**src/rtl/core/qwt_pkg.sv**
```systemverilog
package qwt_pkg;

    localparam logic [7:0] CH_DQUOTE = 8'h22;
    localparam logic [7:0] CH_SQUOTE = 8'h27;
    localparam logic [7:0] CH_BSLASH = 8'h5C;

    localparam logic [1:0] MODE_BETWEEN = 2'd0;
    localparam logic [1:0] MODE_BARE    = 2'd1;
    localparam logic [1:0] MODE_QUOTED  = 2'd2;

    typedef struct packed {
        logic [7:0] in_char;
        logic       end_of_line;
    } t_in;

    typedef struct packed {
        logic       char_valid;
        logic [7:0] out_char;
        logic       word_end;
        logic       line_end;
    } t_out;

    // Results of one decoded item: count is 0, 1 or 2.
    typedef struct packed {
        logic [1:0] count;
        t_out       res0;
        t_out       res1;
    } t_dec;

    function automatic t_out mk_res(logic valid, logic [7:0] ch, logic wend, logic lend);
        t_out r;
        r.char_valid = valid;
        r.out_char   = ch;
        r.word_end   = wend;
        r.line_end   = lend;
        return r;
    endfunction

endpackage

```
**src/rtl/core/qwt_decode.sv**
```systemverilog
module qwt_decode (
    input  logic          i_clk,
    input  logic          i_rst_n,
    input  qwt_pkg::t_in  i_item,
    input  logic          i_take,
    output qwt_pkg::t_dec o_dec
);

    logic [1:0] r_mode, n_mode;
    logic       r_single, n_single;
    logic       r_bs, n_bs;

    logic [7:0] c;
    logic       eol, sp, quoted;
    logic [7:0] q;

    always_comb begin
        c      = i_item.in_char;
        eol    = i_item.end_of_line | (c == 8'd0);
        sp     = (c inside {8'd32, [8'd9:8'd13]});
        quoted = (r_mode == qwt_pkg::MODE_QUOTED);
        q      = r_single ? qwt_pkg::CH_SQUOTE : qwt_pkg::CH_DQUOTE;

        o_dec       = '0;
        n_mode      = r_mode;
        n_single    = r_single;
        n_bs        = r_bs;

        case (r_mode)
            qwt_pkg::MODE_BARE, qwt_pkg::MODE_QUOTED: begin
                if (r_bs) begin
                    n_bs = 1'b0;
                    if (!eol && (c == qwt_pkg::CH_BSLASH || (quoted && c == q))) begin
                        o_dec.count = 2'd1;
                        o_dec.res0  = qwt_pkg::mk_res(1'b1, c, 1'b0, 1'b0);
                    end else begin
                        // keep the lone backslash, then handle the byte
                        o_dec.count = 2'd2;
                        o_dec.res0  = qwt_pkg::mk_res(1'b1, qwt_pkg::CH_BSLASH, 1'b0, 1'b0);
                        if (eol) begin
                            o_dec.res1 = qwt_pkg::mk_res(1'b0, 8'd0, 1'b1, 1'b1);
                            n_mode     = qwt_pkg::MODE_BETWEEN;
                            n_single   = 1'b0;
                        end else if (!quoted && sp) begin
                            o_dec.res1 = qwt_pkg::mk_res(1'b0, 8'd0, 1'b1, 1'b0);
                            n_mode     = qwt_pkg::MODE_BETWEEN;
                        end else begin
                            o_dec.res1 = qwt_pkg::mk_res(1'b1, c, 1'b0, 1'b0);
                        end
                    end
                end else if (eol) begin
                    o_dec.count = 2'd1;
                    o_dec.res0  = qwt_pkg::mk_res(1'b0, 8'd0, 1'b1, 1'b1);
                    n_mode      = qwt_pkg::MODE_BETWEEN;
                    n_single    = 1'b0;
                end else if (c == qwt_pkg::CH_BSLASH) begin
                    n_bs = 1'b1;
                end else if ((quoted && c == q) || (!quoted && sp)) begin
                    o_dec.count = 2'd1;
                    o_dec.res0  = qwt_pkg::mk_res(1'b0, 8'd0, 1'b1, 1'b0);
                    n_mode      = qwt_pkg::MODE_BETWEEN;
                end else begin
                    o_dec.count = 2'd1;
                    o_dec.res0  = qwt_pkg::mk_res(1'b1, c, 1'b0, 1'b0);
                end
            end
            default: begin
                if (eol) begin
                    o_dec.count = 2'd1;
                    o_dec.res0  = qwt_pkg::mk_res(1'b0, 8'd0, 1'b0, 1'b1);
                    n_mode      = qwt_pkg::MODE_BETWEEN;
                    n_single    = 1'b0;
                    n_bs        = 1'b0;
                end else if (sp) begin
                    n_mode = r_mode;
                end else if (c == qwt_pkg::CH_DQUOTE || c == qwt_pkg::CH_SQUOTE) begin
                    n_mode   = qwt_pkg::MODE_QUOTED;
                    n_single = (c == qwt_pkg::CH_SQUOTE);
                    n_bs     = 1'b0;
                end else if (c == qwt_pkg::CH_BSLASH) begin
                    n_mode = qwt_pkg::MODE_BARE;
                    n_bs   = 1'b1;
                end else begin
                    n_mode      = qwt_pkg::MODE_BARE;
                    n_bs        = 1'b0;
                    o_dec.count = 2'd1;
                    o_dec.res0  = qwt_pkg::mk_res(1'b1, c, 1'b0, 1'b0);
                end
            end
        endcase
    end

    always_ff @(posedge i_clk) begin
        if (!i_rst_n) begin
            r_mode   <= qwt_pkg::MODE_BETWEEN;
            r_single <= 1'b0;
            r_bs     <= 1'b0;
        end else if (i_take) begin
            r_mode   <= n_mode;
            r_single <= n_single;
            r_bs     <= n_bs;
        end
    end

`ifndef SYNTH
    a_eol_clears: assert property (@(posedge i_clk) disable iff (!i_rst_n)
        (i_take && o_dec.count != 2'd0
            && (o_dec.res0.line_end || (o_dec.count == 2'd2 && o_dec.res1.line_end)))
        |=> (r_mode == qwt_pkg::MODE_BETWEEN && !r_bs && !r_single))
        else $error("state not cleared after end of line");
`endif

endmodule

```
**src/rtl/core/qwt_out_buf.sv**
```systemverilog
module qwt_out_buf (
    input  logic          i_clk,
    input  logic          i_rst_n,
    input  logic          i_push,
    input  qwt_pkg::t_dec i_dec,
    input  logic          i_stall,
    output logic          o_valid,
    output qwt_pkg::t_out o_item,
    output logic [1:0]    o_space
);

    qwt_pkg::t_out r_buf [2];
    qwt_pkg::t_out n_buf [2];
    logic [1:0]    r_cnt, n_cnt;
    logic          pop;
    logic [1:0]    base;

    assign o_valid = (r_cnt != 2'd0);
    assign o_item  = r_buf[0];
    assign pop     = o_valid & ~i_stall;
    assign o_space = 2'd2 - r_cnt + {1'b0, pop};

    always_comb begin
        n_buf = r_buf;
        base  = r_cnt - {1'b0, pop};
        // advance the queue on a pop, then append after what is left
        if (pop) begin
            n_buf[0] = r_buf[1];
        end
        if (i_push && i_dec.count != 2'd0) begin
            n_buf[base[0]] = i_dec.res0;
        end
        if (i_push && i_dec.count == 2'd2) begin
            n_buf[1] = i_dec.res1;
        end
        n_cnt = base + (i_push ? i_dec.count : 2'd0);
    end

    always_ff @(posedge i_clk) begin
        if (!i_rst_n) begin
            r_cnt <= 2'd0;
        end else begin
            r_cnt <= n_cnt;
        end
    end

    always_ff @(posedge i_clk) begin
        r_buf <= n_buf;
    end

`ifndef SYNTH
    a_no_overflow: assert property (@(posedge i_clk) disable iff (!i_rst_n)
        i_push |-> (i_dec.count <= o_space))
        else $error("result queue overflow");
    a_cnt_range: assert property (@(posedge i_clk) disable iff (!i_rst_n)
        r_cnt != 2'd3)
        else $error("result queue count out of range");
`endif

endmodule

```
**src/rtl/core/quoted_word_tokenizer.sv**
```systemverilog
// Path: an accepted item waits in the input register and then in the result queue before its first result shows.
// Throughput: one item per cycle while each item yields at most one result and the output
// is not stalled; an item that yields two results holds the single result channel while both drain.
// The rate is set by the two-entry result queue that drains one result per unstalled cycle.
// Reset: synchronous, active low; scan state and all valid flags clear, payloads do not.
module quoted_word_tokenizer (
    input  logic          i_clk,
    input  logic          i_rst_n,
    input  logic          i_in_valid,
    output logic          o_in_stall,
    input  qwt_pkg::t_in  i_in_item,
    output logic          o_out_valid,
    input  logic          i_out_stall,
    output qwt_pkg::t_out o_out_item
);

    // Input register: holds one byte until the result queue has room for
    // all the results that byte releases.
    logic          r_in_valid;
    qwt_pkg::t_in  r_in;
    qwt_pkg::t_dec dec;
    logic [1:0]    space;
    logic          move;
    logic          accept;

    // Decode the held byte against the scan state; the state advances
    // only when the byte moves on into the result queue.
    qwt_decode u_decode (
        .i_clk   (i_clk),
        .i_rst_n (i_rst_n),
        .i_item  (r_in),
        .i_take  (move),
        .o_dec   (dec)
    );

    // Two-entry result queue; space already counts this cycle's pop.
    qwt_out_buf u_out_buf (
        .i_clk   (i_clk),
        .i_rst_n (i_rst_n),
        .i_push  (move),
        .i_dec   (dec),
        .i_stall (i_out_stall),
        .o_valid (o_out_valid),
        .o_item  (o_out_item),
        .o_space (space)
    );

    // Move the byte on only if every result it releases fits.
    assign move       = r_in_valid && (dec.count <= space);
    assign o_in_stall = r_in_valid && !move;
    assign accept     = i_in_valid && !o_in_stall;

    always_ff @(posedge i_clk) begin
        if (!i_rst_n) begin
            r_in_valid <= 1'b0;
        end else if (accept) begin
            r_in_valid <= 1'b1;
        end else if (move) begin
            r_in_valid <= 1'b0;
        end
    end

    // Load the payload on accept; hold it while stalled.
    always_ff @(posedge i_clk) begin
        if (accept) begin
            r_in <= i_in_item;
        end
    end

`ifndef SYNTH
    a_hold_stalled: assert property (@(posedge i_clk) disable iff (!i_rst_n)
        (r_in_valid && !move) |=> (r_in_valid && $stable(r_in)))
        else $error("held item lost while waiting for queue room");
    a_empty_no_stall: assert property (@(posedge i_clk) disable iff (!i_rst_n)
        !r_in_valid |-> !o_in_stall)
        else $error("stall raised with empty input register");
`endif

endmodule
```
**config.mk**
```make
export PLATFORM = sky130hd
export DESIGN_NAME = quoted_word_tokenizer
export DESIGN_NICKNAME = d
export VERILOG_FILES = /design/src/rtl/core/qwt_pkg.sv /design/src/rtl/core/qwt_decode.sv /design/src/rtl/core/qwt_out_buf.sv /design/src/rtl/core/quoted_word_tokenizer.sv
export SDC_FILE = /design/constraint.sdc
export NUM_CORES = 1
export LEC_CHECK = 0
export BUFFER_PORTS_ARGS = -buffer_cell sky130_fd_sc_hd__buf_2
export CORE_MARGIN = 2
export CORE_UTILIZATION = 60
export CTS_CLUSTER_SIZE = 24
export DETAILED_ROUTE_END_ITERATION = 16
export GPL_ROUTABILITY_DRIVEN = 1
export PLACE_DENSITY_LB_ADDON = 0.08
export SYNTH_ARGS = -nofsm -noshare
export SYNTH_HDL_FRONTEND = slang
export SYNTH_SLANG_ARGS = --single-unit
```
**constraint.sdc**
```tcl
create_clock -name i_clk -period 8 [get_ports i_clk]
set_clock_uncertainty 0.15 [all_clocks]
set_input_delay 0.8 -clock i_clk [delete_from_list [all_inputs] [get_ports i_clk]]
set_output_delay 0.8 -clock i_clk [all_outputs]
set_load 0.1 [all_outputs]
```
==> impl_metrics.py <==
metrics = {
    "clock_tree": {
        "holdBufCountCts": 0,
        "path_clk_slew_ns": 0.07,
        "cts_root_buffer": "clkbuf_8",
        "cts_max_level": 2,
        "cts_tree": "done",
        "cts-resized-gates": 0,
        "cts_setup_buffers": 0,
        "cts_buffers": 5,
        "cts.path.max_buffers": 2,
        "numClockSinks": 38,
        "clk_latency_ns": 0.29,
    },
    "setup_path": {
        "cp-end-kind": "output pin",
        "crit_arrival_ns": 3.78,
        "critPathRequiredTime_ns": 7.05,
        "setup.worst_path.class": "reg2out",
        "critPathLaunchType": "flop",
        "path_max_fanout": 16,
        "regToRegSetupSlack_ns": 3.62,
    },
    "timing": {
        "tightest_slew_ns": 0.9027,
        "finalCriticalPeriod_ns": 4.734,
        "final_hold_viol_count": 0,
        "max_clock_freq_mhz": 211.2,
        "layout_setup_ws_ns": 3.266,
        "setup_viol_count_final": 0,
        "period_share": 0.5918,
        "slew_headroom": 0.3982,
        "slew_viol_final": 0,
        "tns_ns": 0,
        "rsz0062_at_grt": "false",
    },
    "global_route": {
        "grt_max_degree": 23,
        "grtUsageTotal": 0.2458,
        "antenna_found_initial": 0,
        "grt.overflow.total": 0,
        "grt_pass1_wl_microns": 8093,
        "grt_pass1_vias": 1695,
    },
    "placed_design": {
        "io_buffer_count": 25,
        "place_hpwl_microns": 3567,
        "gp_congestion": 0.9002,
        "post-place-ws_ns": 3.619,
        "dpl.cell_count": 283,
    },
    "synth": {
        "synth_area_sq_um": 2308,
        "yosysWarnings": 0,
        "synth_cell_types": 57,
        "synth_cells": 234,
        "postSynthAreaPerCell_sq_um": 9.865,
        "synth_ff_type": "edfxtp_1",
        "synth_nets": 253,
        "synth_edf_count": 20,
        "yosysSeqAreaShare": 0.4163,
        "ys_ff_latch": 38,
        "async_flop_share": 0,
    },
    "cells_and_area": {
        "fin_cells": 291,
        "fin_nets": 261,
        "syn_to_final_growth_pct": 5.041,
        "antenna_cells": 0,
        "drive_gt1_frac": 0.2016,
    },
    "pwr": {
        "p_per_area_nw_per_um2": 364.4,
        "leakage_nw": 0.9838,
        "p_total_mw": 0.8837,
        "vdd_drop_max_v": 0.0001310,
    },
    "run_status": {
        "status": "completed",
    },
    "floorplanning": {
        "initial_core_util": 0.6258,
        "io_pins": 26,
        "die_w_microns": 66.03,
        "die_area_sq_um": 4359,
        "rows": 22,
        "die_y_microns": 66.03,
        "core_region_area_sq_um": 3689,
    },
    "detailed_routing": {
        "first_iter_violations": 95,
        "drc_errors": 0,
        "firstDrtPassIters": 4,
        "routed_wl_microns": 4789,
        "post_drt_wl_per_cell_microns": 16.46,
        "num_vias": 1793,
        "vias_per_cell": 6.162,
        "drt.antenna.violating_nets": 0,
    },
    "flow_run": {
        "maxCapViolations": 0,
    },
    "hold_path": {
        "hold_class": "reg2reg",
    },
}
[routing by layer]
| metal | up-vias | share of wire | global-route usage |
|---|---|---|---|
| li1 | 879 | - | - |
| met1 | 840 | 0.46 | 0.3246 |
| met2 | 62 | 0.47 | 0.3914 |
| met3 | 12 | 0.053 | 0.06303 |
| met4 | 0 | 0.018 | 0.08673 |
| met5 | - | 0 | 0 |
[area by class of cell]
cell class | count | area, sq um
clock inverters | 3 | 16.27
inverters | 7 | 26.28
well taps | 48 | 60.06
flip-flops and latches | 38 | 960.9
clock buffers | 5 | 68.82
repair buffers | 25 | 125.1
multi-input cells | 165 | 1167
fillers | 319 | 1264
[cell usage in the layout, fill, tap and decap left out, types with 3 or more instances in the layout]
cell type  count
o22ai_1        5
nand4_1        4
nand2_1       10
nand2b_1       5
nor3_1         6
dfxtp_1       18
nor2b_1        4
nor4_1         3
a21boi_1       7
a31oi_1        3
inv_1          7
a21oi_1       10
nor4_2         4
and2_1         6
nand3_1        3
a211oi_1       4
o21ai_0        9
mux2i_1       12
o311ai_0       3
ha_1           6
clkbuf_8       5
buf_2         25
edfxtp_1      20
nor2_1        16
or2_2          3
o21ai_1        4
[power by group]
group | internal (mW) | leakage [nW] | switching (mW)
logic | 0.111 | 0.603 | 0.364
registers | 0.255 | 0.339 | 0.0280
clock network | 0.0596 | 0.0416 | 0.0667
[cell usage after synthesis, types with 7 or more instances]
cell type / count / area share
a21boi_1: 7 / 0.023
a21oi_1: 10 / 0.022
buf_4: 11 / 0.036
dfxtp_1: 18 / 0.16
edfxtp_1: 20 / 0.26
inv_1: 7 / 0.011
mux2i_1: 12 / 0.052
nand2_1: 10 / 0.016
nor2_1: 16 / 0.026
o21ai_0: 9 / 0.020
[path summary, 6_finish.rpt]
check | startpoint | end | cells after the start
min reg2reg | u_decode.r_mode[1] | u_decode.r_mode[1] | 2
max | r_in[3] | o_in_stall | 10
max reg2reg | r_in[3] | u_out_buf.r_buf[8] | 10
min | u_decode.r_mode[1] | u_decode.r_mode[1] | 2
[registers in the layout, summed over array words and instances, names as in the netlist]
register / count
r_in: 9
r_in_valid: 1
u_decode.r_bs: 1
u_decode.r_mode: 2
u_decode.r_single: 1
u_out_buf.o_item: 11
u_out_buf.r_buf: 11
u_out_buf.r_cnt: 2
[through the flow]
step / utilization / area [sq um] / hold slack, ns
global route: 0.6574 / 2425 / 0.3708
CTS: 0.6574 / 2425 / 0.3299
detailed placement: 0.6343 / 2340 / 0.3196
global placement: 0.6343 / 2340 / 0.2965
finish: 0.6574 / 2425 / 0.3280
floorplan: - / 2308 / 0.2847
[cells by family (layout without fill, tap and decap cells)]
logic type / count (synthesis) / count (layout) / synth area share
adders and majority gates: 6 / 6 / 0.03252
buffers and inverters: 31 / 40 / 0.07805
AOI/OAI and AO/OA: 66 / 66 / 0.2103
muxes: 12 / 12 / 0.05203
and+or+nand+nor: 77 / 77 / 0.1957
xor gates and xnor gates: 4 / 4 / 0.01518
DFF: 38 / 38 / 0.4163
[worst max-delay path: stages, from the launching register on]
cell and delay [ns]:
edfxtp_1 0.61, nor4_1 0.46, a21oi_1 0.32, a2bb2o_1 0.35, a21oi_1 0.27, o21ai_0 0.21
ha_1 0.33, nand2_1 0.07, o21ai_0 0.18, nor2_1 0.23, buf_2 0.47
(Power assumes the default switching activity.)
